### config.mk
export PLATFORM = sky130hd
export DESIGN_NAME = tga_rle_pixel_decoder_core
export DESIGN_NICKNAME = d
export VERILOG_FILES = /design/src/sv/tgad_pkg.sv /design/src/sv/tgad_parser.sv /design/src/sv/tga_rle_pixel_decoder_core.sv
export SDC_FILE = /design/constraint.sdc
export NUM_CORES = 1
export LEC_CHECK = 0
export ABC_CLOCK_PERIOD_IN_PS = 12400
export BUFFER_PORTS_ARGS = -buffer_cell sky130_fd_sc_hd__buf_2
export CORE_MARGIN = 10
export CORE_UTILIZATION = 52
export CTS_BUF_LIST = sky130_fd_sc_hd__clkbuf_4 sky130_fd_sc_hd__clkbuf_8 sky130_fd_sc_hd__clkbuf_16
export CTS_CLUSTER_SIZE = 40
export DETAILED_ROUTE_END_ITERATION = 12
export PLACE_DENSITY = 0.81
export REMOVE_ABC_BUFFERS = 1
export SLEW_MARGIN = 0
export SYNTH_ARGS = -nofsm -noshare
export SYNTH_HDL_FRONTEND = slang
export SYNTH_SLANG_ARGS = --single-unit
### constraint.sdc
create_clock -name clock -period 12.4 [get_ports clock]
set_clock_uncertainty 0.15 [all_clocks]
set_input_delay 1.24 -clock clock [delete_from_list [all_inputs] [get_ports clock]]
set_output_delay 1.24 -clock clock [all_outputs]
set_load 0.05 [all_outputs]
### src/sv/tgad_pkg.sv
package tgad_pkg;

   // result kinds
   localparam logic [1:0] KIND_PIXEL  = 2'd0;
   localparam logic [1:0] KIND_HEADER = 2'd1;
   localparam logic [1:0] KIND_ERROR  = 2'd2;

   // result status codes
   localparam logic [1:0] STAT_OK       = 2'd0;
   localparam logic [1:0] STAT_BAD_TYPE = 2'd1;
   localparam logic [1:0] STAT_BAD_BPP  = 2'd2;
   localparam logic [1:0] STAT_CLIPPED  = 2'd3;

   // input word: one file byte
   typedef struct packed {
      logic [7:0] data_byte;
      logic       start_of_file;
   } req_type;

   // result word
   typedef struct packed {
      logic [1:0]  kind;
      logic [1:0]  status;
      logic [7:0]  blue;
      logic [7:0]  green;
      logic [7:0]  red;
      logic [7:0]  alpha;
      logic [7:0]  run_length;
      logic        last_run;
      logic [15:0] image_width;
      logic [15:0] image_height;
      logic        has_alpha;
   } rsp_type;

endpackage

### src/sv/tgad_parser.sv
module tgad_parser (
   input  logic             clock,
   input  logic             reset,
   input  logic             step,
   input  tgad_pkg::req_type in_word,
   output logic             res_valid,
   output tgad_pkg::rsp_type res_word
);
   import tgad_pkg::*;

   // parser phases
   localparam logic [2:0] PH_HEADER = 3'd0;
   localparam logic [2:0] PH_IDSKIP = 3'd1;
   localparam logic [2:0] PH_PACKET = 3'd2;
   localparam logic [2:0] PH_PIXEL  = 3'd3;
   localparam logic [2:0] PH_DONE   = 3'd4;
   localparam logic [2:0] PH_ERROR  = 3'd5;

   // header byte offsets
   localparam logic [4:0] HDR_ID_LEN    = 5'd0;
   localparam logic [4:0] HDR_IMG_TYPE  = 5'd2;
   localparam logic [4:0] HDR_WIDTH_LO  = 5'd12;
   localparam logic [4:0] HDR_WIDTH_HI  = 5'd13;
   localparam logic [4:0] HDR_HEIGHT_LO = 5'd14;
   localparam logic [4:0] HDR_HEIGHT_HI = 5'd15;
   localparam logic [4:0] HDR_DEPTH     = 5'd16;
   localparam logic [4:0] HDR_LAST      = 5'd17;

   // accepted header values
   localparam logic [7:0] TYPE_RAW = 8'd2;
   localparam logic [7:0] TYPE_RLE = 8'd10;
   localparam logic [7:0] DEPTH_24 = 8'd24;
   localparam logic [7:0] DEPTH_32 = 8'd32;

   logic [2:0]  phase_ff, phase_in;
   logic [4:0]  header_index_ff, header_index_in;
   logic [7:0]  id_skip_left_ff, id_skip_left_in;
   logic        is_rle_ff, is_rle_in;
   logic        four_bytes_ff, four_bytes_in;
   logic [15:0] width_ff, width_in;
   logic [15:0] height_ff, height_in;
   logic [31:0] pixels_left_ff, pixels_left_in;
   logic [7:0]  packet_left_ff, packet_left_in;
   logic        packet_repeat_ff, packet_repeat_in;
   logic [1:0]  color_index_ff, color_index_in;
   logic [31:0] color_hold_ff, color_hold_in;

   logic [2:0]  phase_cur;
   logic [4:0]  hidx_cur;
   logic [7:0]  b;
   logic [31:0] hold_new;
   logic        last_byte;
   logic [7:0]  run;
   logic        clipped;
   logic [7:0]  pkt_next;
   logic [31:0] pix_next;

   // next state and result for one byte
   always_comb begin
      phase_in         = phase_ff;
      header_index_in  = header_index_ff;
      id_skip_left_in  = id_skip_left_ff;
      is_rle_in        = is_rle_ff;
      four_bytes_in    = four_bytes_ff;
      width_in         = width_ff;
      height_in        = height_ff;
      pixels_left_in   = pixels_left_ff;
      packet_left_in   = packet_left_ff;
      packet_repeat_in = packet_repeat_ff;
      color_index_in   = color_index_ff;
      color_hold_in    = color_hold_ff;
      res_valid        = 1'b0;
      res_word         = '0;
      hold_new         = color_hold_ff;
      last_byte        = 1'b0;
      run              = 8'd1;
      clipped          = 1'b0;
      pkt_next         = packet_left_ff;
      pix_next         = pixels_left_ff;
      b                = in_word.data_byte;

      // start of file restarts the header parse
      phase_cur = in_word.start_of_file ? PH_HEADER : phase_ff;
      hidx_cur  = in_word.start_of_file ? HDR_ID_LEN : header_index_ff;
      phase_in        = phase_cur;
      header_index_in = hidx_cur;

      unique case (phase_cur)
         PH_HEADER: begin
            case (hidx_cur)
               HDR_ID_LEN:    id_skip_left_in = b;
               HDR_IMG_TYPE: begin
                  if (b != TYPE_RAW && b != TYPE_RLE) begin
                     res_valid       = 1'b1;
                     res_word.kind   = KIND_ERROR;
                     res_word.status = STAT_BAD_TYPE;
                     phase_in        = PH_ERROR;
                  end
                  is_rle_in = (b == TYPE_RLE);
               end
               HDR_WIDTH_LO:  width_in[7:0]   = b;
               HDR_WIDTH_HI:  width_in[15:8]  = b;
               HDR_HEIGHT_LO: height_in[7:0]  = b;
               HDR_HEIGHT_HI: height_in[15:8] = b;
               HDR_DEPTH: begin
                  if (b == DEPTH_24) begin
                     four_bytes_in = 1'b0;
                  end else if (b == DEPTH_32) begin
                     four_bytes_in = 1'b1;
                  end else begin
                     res_valid       = 1'b1;
                     res_word.kind   = KIND_ERROR;
                     res_word.status = STAT_BAD_BPP;
                     phase_in        = PH_ERROR;
                  end
               end
               default: ;
            endcase
            if (res_valid) begin
               // error: keep the old type flag, parse stops here
               is_rle_in       = is_rle_ff;
               header_index_in = hidx_cur;
            end else if (hidx_cur != HDR_LAST) begin
               header_index_in = hidx_cur + 5'd1;
            end else begin
               // header complete
               header_index_in       = HDR_ID_LEN;
               pixels_left_in        = {16'd0, width_ff} * {16'd0, height_ff};
               res_valid             = 1'b1;
               res_word.kind         = KIND_HEADER;
               res_word.status       = STAT_OK;
               res_word.image_width  = width_ff;
               res_word.image_height = height_ff;
               res_word.has_alpha    = four_bytes_ff;
               if (id_skip_left_ff != 8'd0) begin
                  phase_in = PH_IDSKIP;
               end else begin
                  color_index_in   = 2'd0;
                  color_hold_in    = '0;
                  packet_left_in   = 8'd0;
                  packet_repeat_in = 1'b0;
                  if (width_ff == 16'd0 || height_ff == 16'd0)
                     phase_in = PH_DONE;
                  else if (is_rle_ff)
                     phase_in = PH_PACKET;
                  else
                     phase_in = PH_PIXEL;
               end
            end
         end

         PH_IDSKIP: begin
            id_skip_left_in = id_skip_left_ff - 8'd1;
            if (id_skip_left_ff == 8'd1) begin
               color_index_in   = 2'd0;
               color_hold_in    = '0;
               packet_left_in   = 8'd0;
               packet_repeat_in = 1'b0;
               if (pixels_left_ff == 32'd0)
                  phase_in = PH_DONE;
               else if (is_rle_ff)
                  phase_in = PH_PACKET;
               else
                  phase_in = PH_PIXEL;
            end
         end

         PH_PACKET: begin
            // packet byte: top bit selects repeat, low bits the count minus one
            packet_repeat_in = b[7];
            packet_left_in   = {1'b0, b[6:0]} + 8'd1;
            color_index_in   = 2'd0;
            color_hold_in    = '0;
            phase_in         = PH_PIXEL;
         end

         PH_PIXEL: begin
            // gather the pixel bytes in blue, green, red, alpha order
            case (color_index_ff)
               2'd0:    hold_new[7:0]   = color_hold_ff[7:0]   | b;
               2'd1:    hold_new[15:8]  = color_hold_ff[15:8]  | b;
               2'd2:    hold_new[23:16] = color_hold_ff[23:16] | b;
               default: hold_new[31:24] = color_hold_ff[31:24] | b;
            endcase
            last_byte = (color_index_ff == 2'd3) ||
                        (!four_bytes_ff && color_index_ff == 2'd2);
            if (!last_byte) begin
               color_index_in = color_index_ff + 2'd1;
               color_hold_in  = hold_new;
            end else begin
               color_index_in = 2'd0;
               color_hold_in  = '0;
               // run length, clipped to the pixels that remain
               if (is_rle_ff && packet_repeat_ff) begin
                  run = packet_left_ff;
                  if ({24'd0, packet_left_ff} > pixels_left_ff) begin
                     run     = pixels_left_ff[7:0];
                     clipped = 1'b1;
                  end
                  pkt_next = 8'd0;
               end else begin
                  run = 8'd1;
                  if (is_rle_ff)
                     pkt_next = packet_left_ff - 8'd1;
               end
               pix_next       = pixels_left_ff - {24'd0, run};
               pixels_left_in = pix_next;
               packet_left_in = pkt_next;
               if (pix_next == 32'd0) begin
                  if (is_rle_ff && pkt_next != 8'd0)
                     clipped = 1'b1;
                  packet_left_in = 8'd0;
                  phase_in       = PH_DONE;
               end else if (is_rle_ff && pkt_next == 8'd0) begin
                  phase_in = PH_PACKET;
               end
               res_valid           = 1'b1;
               res_word.kind       = KIND_PIXEL;
               res_word.status     = clipped ? STAT_CLIPPED : STAT_OK;
               res_word.blue       = hold_new[7:0];
               res_word.green      = hold_new[15:8];
               res_word.red        = hold_new[23:16];
               res_word.alpha      = four_bytes_ff ? hold_new[31:24] : 8'd0;
               res_word.run_length = run;
               res_word.last_run   = (pix_next == 32'd0);
            end
         end

         default: ;
      endcase

      if (!step)
         res_valid = 1'b0;
   end

   // parser state
   always_ff @(posedge clock) begin
      if (reset) begin
         phase_ff         <= PH_HEADER;
         header_index_ff  <= HDR_ID_LEN;
         id_skip_left_ff  <= 8'd0;
         is_rle_ff        <= 1'b0;
         four_bytes_ff    <= 1'b0;
         width_ff         <= 16'd0;
         height_ff        <= 16'd0;
         pixels_left_ff   <= 32'd0;
         packet_left_ff   <= 8'd0;
         packet_repeat_ff <= 1'b0;
         color_index_ff   <= 2'd0;
         color_hold_ff    <= 32'd0;
      end else if (step) begin
         phase_ff         <= phase_in;
         header_index_ff  <= header_index_in;
         id_skip_left_ff  <= id_skip_left_in;
         is_rle_ff        <= is_rle_in;
         four_bytes_ff    <= four_bytes_in;
         width_ff         <= width_in;
         height_ff        <= height_in;
         pixels_left_ff   <= pixels_left_in;
         packet_left_ff   <= packet_left_in;
         packet_repeat_ff <= packet_repeat_in;
         color_index_ff   <= color_index_in;
         color_hold_ff    <= color_hold_in;
      end
   end

endmodule

### src/sv/tga_rle_pixel_decoder_core.sv
// TGA stream decoder for uncompressed (type 2) and run-length (type 10)
// true-color images at 24 or 32 bits per pixel.
// Input channel (req_): one file byte per word; start_of_file marks byte 0
// of a new file and restarts the header parse from any phase.
// Result channel (rsp_): at most one word per input byte: a header word
// (size, alpha) at header byte 17, an error word at a bad type or depth
// byte, or a pixel run word when the last byte of a pixel arrives.
// Each byte is captured in the input register; the parser step then moves
// its result from the input register into the result register.
// Throughput: one byte per cycle while rsp_stall does not hold a result;
// a new byte is taken while a result still waits to be taken.
// When rsp_stall holds a pending result, the input register holds too and
// req_stall rises once it is full; nothing is dropped or repeated.
// Reset (synchronous) empties both registers and returns the parser to
// header byte 0.
module tga_rle_pixel_decoder_core (
   input  logic              clock,
   input  logic              reset,
   input  logic              req_valid,
   output logic              req_stall,
   input  tgad_pkg::req_type req_data,
   output logic              rsp_valid,
   input  logic              rsp_stall,
   output tgad_pkg::rsp_type rsp_data
);
   import tgad_pkg::*;

   logic    in_valid_ff, in_valid_in;
   req_type in_data_ff;
   logic    out_valid_ff, out_valid_in;
   rsp_type out_data_ff;
   logic    out_free;
   logic    advance;
   logic    res_valid;
   rsp_type res_word;

   // flow control
   assign out_free  = !out_valid_ff || !rsp_stall;
   assign advance   = in_valid_ff && out_free;
   assign req_stall = in_valid_ff && !out_free;

   always_comb begin
      if (req_valid && !req_stall)
         in_valid_in = 1'b1;
      else if (advance)
         in_valid_in = 1'b0;
      else
         in_valid_in = in_valid_ff;
      out_valid_in = out_free ? (advance && res_valid) : out_valid_ff;
   end

   // input register
   always_ff @(posedge clock) begin
      if (reset)
         in_valid_ff <= 1'b0;
      else
         in_valid_ff <= in_valid_in;
      if (req_valid && !req_stall)
         in_data_ff <= req_data;
   end

   tgad_parser u_parser (
      .clock     (clock),
      .reset     (reset),
      .step      (advance),
      .in_word   (in_data_ff),
      .res_valid (res_valid),
      .res_word  (res_word)
   );

   // result register
   always_ff @(posedge clock) begin
      if (reset)
         out_valid_ff <= 1'b0;
      else
         out_valid_ff <= out_valid_in;
      if (advance && res_valid)
         out_data_ff <= res_word;
   end

   assign rsp_valid = out_valid_ff;
   assign rsp_data  = out_data_ff;

endmodule
==> results of run 1 <==
per-stage QoR:
step / cell area [sq um] / std cells / setup slack [ns]
floorplan: 18500 / 2056 / 5.53
global placement: 19700 / 2635 / 5.69
detailed placement: 19700 / 2635 / 5.60
CTS: 20500 / 2679 / 5.57
global route: 20500 / 2679 / 5.11
finish: 20500 / 2679 / 5.51
critical path: stages, from the launching register on:
cell and delay (ns):
dfxtp_1 0.83, nand2_1 0.19, fa_1 0.57, inv_1 0.05
fa_1 0.51, inv_1 0.06, fa_1 0.57, inv_1 0.08
fa_1 0.48, inv_1 0.05, fa_1 0.48, inv_1 0.06
fa_1 0.42, ha_1 0.39, a21oi_1 0.18, o21ai_0 0.08
and3_1 0.19, a2111oi_0 0.30, a21bo_2 0.31, a311oi_1 0.37
xnor2_1 0.10, a221oi_1 0.27, nor2_1 0.06
path summary, 6_finish.rpt:
check | slack, ns | startpoint | depth (start not counted) | to
setup / recovery | 5.51 | u_parser.height_ff[7]$_SDFFE_PP0P_ | 22 | u_parser.pixels_left_ff[26]$_SDFFE_PP0P_
hold / removal | 0.32 | u_parser.color_hold_ff[7]$_SDFFE_PP0P_ | 2 | u_parser.color_hold_ff[7]$_SDFFE_PP0P_
setup reg to reg | 5.51 | u_parser.height_ff[7]$_SDFFE_PP0P_ | 22 | u_parser.pixels_left_ff[26]$_SDFFE_PP0P_
hold reg to reg | 0.32 | u_parser.color_hold_ff[7]$_SDFFE_PP0P_ | 2 | u_parser.color_hold_ff[7]$_SDFFE_PP0P_
registers in the layout, indices dropped and copies added, names as in the netlist, 2 cells and up:
register                  flops
u_parser.packet_left_ff       8
u_parser.height_ff           16
rsp_data                     78
u_parser.width_ff            16
u_parser.color_hold_ff       32
u_parser.color_index_ff       2
u_parser.phase_ff             3
u_parser.id_skip_left_ff      8
in_data_ff                    9
u_parser.header_index_ff      5
u_parser.pixels_left_ff      32
cell families (layout without fill, tap and decap cells):
logic type / Yosys count / in the layout / share of synthesized area
compound gates: 374 / 374 / 0.121
fa+ha+maj: 331 / 331 / 0.294
buf+inv: 382 / 395 / 0.0765
mux: 18 / 18 / 0.00990
flops: 214 / 214 / 0.270
simple gates: 835 / 835 / 0.209
xor+xnor: 44 / 44 / 0.0202
per-layer routing:
metal,share of wire,track usage,vias to the layer above
met3,0.094,0.0336,114
met2,0.47,0.360,837
met4,0.026,0.0667,0
met5,0,0,-
met1,0.41,0.302,7747
li1,-,-,7264
layout make-up:
cell class | count | area, sq um | area share
clock inverters | 15 | 131 | 0.00640
well taps | 468 | 586 | 0.0285
multi-input cells | 1602 | 12500 | 0.608
flip-flops and latches | 214 | 5150 | 0.251
clock buffers | 29 | 668 | 0.0325
inverters | 240 | 901 | 0.0439
repair buffers | 111 | 603 | 0.0294
where the power goes:
group	leakage, uW	switching (uW)	internal [uW]
Combinational	0.00643	55.7	27.5
Clock	0.000386	315	392
Sequential	0.00171	12.7	735
layout by cell type, fill, tap and decap left out, types with 8 or more instances in the layout:
cell type  synthesis  final
mux2i_1           11     11
a211oi_1          25     25
xnor2_1           35     35
and3_1            16     16
fa_1             195    195
a311oi_1           8      8
o21ai_0           58     58
nor2b_1           10     10
a21o_1            20     20
nor2_1           203    203
edfxtp_1          87     87
a21oi_1          166    164
or3_1             15     15
nand2b_1          10     10
o22ai_1            8      8
and2_1           128    128
dfxtp_1          127    127
inv_1            239    239
nor4_1            22     22
ha_1             136    136
buf_2              8     92
xor2_1             9      9
a22oi_1           11     11
nand2_1          304    304
o21a_1            12     12
nand4_1           15     15
buf_4              0     19
nand3_1           32     32
nor3_1            38     38
clkbuf_16          0     25
==> impl_results.md, run 1 <==
* Outcome: completed
* CTS root buf: clkbuf_16
* Relative slew slack at 0.130
* Power Density at 74.9 mW/mm^2
* CTS Buffer Depth at 3
* CP endpoint kind: flop
* Hpwl dp at 36500 um
* DIE AREA at roughly 0.045 sq mm
* Ys async rst share at 0
* CTS tree: built
* Vias in the first global route at 15800
* Syn_area_per_cell at 8.68 sq um
* Post_cts resized at 0
* Largest net degree at the start of global routing at 94
* Routed WL at 50300 um
* Peak supply drop at 0.000115 V
* CTS Hold Bufs at 0
* FF+latch count, synth at around 210
* Kind of critical path: reg2reg
* Distinct cell type count after synthesis at 79
* N_diodes at 0
* Share of the synthesized area in the top cell type at 0.205
* CP arrival at a little over 7 ns
* Clk_lat worst skew at between 0.5 and 0.6 ns
* GR Overflow Total at 0
* First-pass GRT wire length at 81800 um
* Area growth syn-to-layout at 7.59%
* Synth top area cells: fa_1 (20%), edfxtp_1 (14%), dfxtp_1 (13%)
* Die height at about 210 um
* Post-CTS Setup Inserts at 0
* CP max FO at 19
* Fillers at 3102
* Layout cells sized above 1 at 0.0828
* DR pass1 iterations at 5
* Post-route setup TNS at 0 ns
* Initial Util at 0.524
* Count leader, synth: nand2_1
* EDFF count, synth at 87
* Core area at 0.0364 sq mm
* Htree depth at 1
* Initial antenna violation count at 0
* Leak Pwr at 0.00852 uW
* Standard-cell row count at 70
* Worst Tran Pin Value at about 1.3 ns
* Layout Nets at 2537
* Via-to-Cell Ratio at approximately 6.0
* CTS buffer count at 24
* DR DRC count at 0
* Antenna-violating nets left at 0
* Die W at 212 um
* Post-synth top area cell: fa_1
* Post-layout util at 0.563
* Tmin final at ~7 ns
* Cells after Synth at approximately 2200
* Reg clk slew, reported paths at ~0.07 ns
* Hold Crit Class: reg2reg
* Tot Pwr at ~1500 uW
* Seq/Total Area, Yosys at 0.270
* Max-cap violations at 0
* Synthesized area at 0.0191 sq mm
* Routed WL per cell at 18.8 um
* Final setup fails at 0
* Via count at 16000
* Critical Path Start Type: flop
* Port-buffer cells at just over 90
* Minimum hold slack at 0.316 ns
* Data required time of the worst path at 12.65 ns
* Achievable clock frequency at 0.145 GHz
* GP Congestion at roughly 0.95
* Final Max Tran Viols at 0
* Hold violation count in the final report at 0
* Sinks on Clock Net at 214
* Ports at 93
* Initial DRC Count at 1539
* Top cells by count, synth: nand2_1 (304), inv_1 (239), nor2_1 (203)
* Ys flop type: dfxtp_1
* GRT Total Usage at 0.223
* Period utilisation layout at 0.556
* RSZ-0062 raised after global routing: false
* Ys Warns at 0
No activity file was read; power rests on OpenSTA's default activity.
==> run 2: changes to the inputs <==
Settings changed: ABC_CLOCK_PERIOD_IN_PS 12400 to 7200.
Clock period 12.4 ns to 7.2 ns, I/O delays scaled along.
==> run 2 against run 1 <==
  * Non-clock buffer count grew 20
  * Sequential power grew 72%
  * Register-to-register slack lost 5.2 ns
  * Via count is essentially flat
  * Clock power grew 78%
  * Routed wire length grew 2.2%
  * Fmax shrank 0.25%
  * First-iteration DRC count grew 15%
  * Combinational power grew 70%
  * Power grew 75%
  * Final cell count grew 0.75%
  * Core utilization grew 0.44 points
  * Largest cell class unchanged
==> impl_results.md, run 2 (synthesized netlist as in run 1, its figures left out) <==
* CTS root buf: clkbuf_16
* Tmin final at 6.91 ns (+0.0172 ns)
* Via count at 16000 (+0.050%)
* Hold-critical path depth at 1 (-1)
* Die height at 212 um (unchanged)
* Critical path endpoint: u_parser.pixels_left_ff[26]$_SDFFE_PP0P_
* Final worst setup slack at 0.291 ns (-5.22 ns)
* Achievable clock frequency at 0.145 GHz (-0.25%)
* Reg2reg start: u_parser.width_ff[4]$_SDFFE_PP0P_
* Area of the multi-input gates at 0.0125 sq mm (unchanged)
* Worst Tran Pin Value at 1.26 ns (-0.0474 ns)
* Worst Reg2Reg Path Length in Cells at 20 (-9.1%)
* CTS buffer count at 24 (unchanged)
* Hold Crit Class: in2reg
* Peak supply drop at 0.000226 V (+97%)
* Final setup fails at 0 (unchanged)
* Ports at 93 (unchanged)
* Final Max Tran Viols at 0 (unchanged)
* N_diodes at 0 (unchanged)
* Htree depth at 1 (unchanged)
* Die W at 212 um (unchanged)
* FF+latch area at 0.00516 sq mm (about the same)
* Via-to-Cell Ratio at 5.92 (-0.69%)
* Data required time of the worst path at 7.46 ns (-5.19 ns)
* DR pass1 iterations at 6 (+1)
* CP endpoint kind: flop
* Hold violation count in the final report at 0 (unchanged)
* Initial antenna violation count at 0 (unchanged)
* Vias in the first global route at 16300 (+2.9%)
* Power Density at 130 mW/mm^2 (+74%)
* First-pass GRT wire length at 84500 um (+3.2%)
* Routed WL at 51400 um (+2.2%)
* Initial DRC Count at 1765 (+15%)
* Post-route setup TNS at 0 ns (unchanged)
* Clk_lat worst skew at 0.56 ns (about the same)
* Post-layout util at 0.568 (+0.00443)
* GP Congestion at 0.963 (+1.9%)
* Layout Nets at 2557 (+0.79%)
* Layout cells sized above 1 at 0.0923 (+0.00957)
* Largest net degree at the start of global routing at 96 (+2.1%)
* Pre-CTS WS at 0.363 ns (-5.24 ns)
* CP arrival at 7.17 ns (+0.03 ns)
* Reg2Reg Capture Point: u_parser.pixels_left_ff[26]$_SDFFE_PP0P_
* Antenna-violating nets left at 0 (unchanged)
* DR DRC count at 0 (unchanged)
* Kind of critical path: reg2reg
* R2r setup slk at 0.29 ns (-5.22 ns)
* Max reg flops at 78 (unchanged)
* Leak Pwr at 0.00865 uW (+1.5%)
* Standard-cell row count at 70 (unchanged)
* Fillers at 3074 (-0.90%)
* CTS tree: built
* Outcome: completed
* Routed WL per cell at 19.0 um (+1.4%)
* Area growth syn-to-layout at 8.44%
* DIE AREA at 0.0448 sq mm (unchanged)
* Crit path launch: u_parser.width_ff[4]$_SDFFE_PP0P_
* CP max FO at 19 (unchanged)
* Period utilisation layout at 0.960 (+0.404)
* CTS Buffer Depth at 3 (unchanged)
* GR Overflow Total at 0 (unchanged)
* Leading cell types in the layout, fill and taps excluded: nand2_1 (304), inv_1 (239), nor2_1 (203), fa_1 (195), a21oi_1 (164)
* Leading cell type in the layout, fill and taps excluded: nand2_1
* Relative slew slack at 0.161 (+0.0317)
* RSZ-0062 raised after global routing: false
* Max-cap violations at 0 (unchanged)
* Port-buffer cells at 92 (unchanged)
* Initial Util at 0.524 (unchanged)
* Hpwl dp at 37400 um (+2.5%)
* Critical Path Start Type: flop
* Core area at 0.0364 sq mm (unchanged)
* GRT Total Usage at 0.229 (+0.00686)
* Reg clk slew, reported paths at 0.06 ns (about the same)
* Sinks on Clock Net at 214 (unchanged)
run 2: per-layer routing:
metal  vias up  share of wire  GRT usage
li1       7289              -          -
met1      7776           0.41      0.302
met2       766           0.47      0.375
met3       139          0.083     0.0396
met4         0          0.031     0.0766
met5         -              0          0
run 2: worst min-delay path by stage:
stage	from	slack [ns]	endpoint
final	req_data[6]	0.18	in_data_ff[6]$_DFFE_PP_
after global routing	req_data[1]	0.18	in_data_ff[1]$_DFFE_PP_
after CTS	req_data[6]	0.17	in_data_ff[6]$_DFFE_PP_
after detailed placement	u_parser.color_hold_ff[18]$_SDFFE_PP0P_	0.31	u_parser.color_hold_ff[18]$_SDFFE_PP0P_
after global placement	u_parser.color_hold_ff[29]$_SDFFE_PP0P_	0.30	u_parser.color_hold_ff[29]$_SDFFE_PP0P_
after floorplan	u_parser.id_skip_left_ff[1]$_SDFFE_PP0P_	0.28	u_parser.id_skip_left_ff[1]$_SDFFE_PP0P_
run 2: power by group:
group          total (uW)  switching (uW)  internal (uW)
sequential           1290            26.2           1270
combinational         142            95.3           46.8
clock                1260             540            720
run 2: area by class of cell:
cell class / count / area share
timing repair buffer: 131 / 0.0364
tap: 468 / 0.0283
clock buffer: 29 / 0.0311
multi-input combinational: 1602 / 0.603
inverter: 240 / 0.0435
sequential: 214 / 0.249
clock inverter: 15 / 0.00792
run 2: through the flow:
step / hold WS, ns / power (uW) / instance area [sq um] / std cells
after global routing: 0.177 / 2760 / 20700 / 2699
after CTS: 0.173 / 2700 / 20700 / 2699
final: 0.181 / 2700 / 20700 / 2699
after global placement: 0.298 / 1450 / 19900 / 2655
after detailed placement: 0.306 / 1450 / 19900 / 2655
after floorplan: 0.285 / 1400 / 18500 / 2056
run 2: what timing repair did:
item | CTS | global route
setup endpoints to repair | 0 | 3
gates resized for setup | 0 | 2
hold buffers | 0 | 0
buffers inserted | 0 | 0
run 2: worst max-delay path, stage by stage (launching register included):
cell and delay (ns):
dfxtp_1 0.95, nand2_1 0.17, fa_1 0.53, fa_1 0.55
inv_1 0.05, fa_1 0.47, inv_1 0.06, fa_1 0.46
fa_1 0.55, inv_1 0.06, fa_1 0.44, ha_1 0.41
a21oi_1 0.18, o21ai_0 0.09, and3_1 0.20, a2111oi_0 0.36
a21bo_2 0.33, a311oi_1 0.34, xnor2_1 0.11, a221oi_1 0.26
nor2_1 0.06
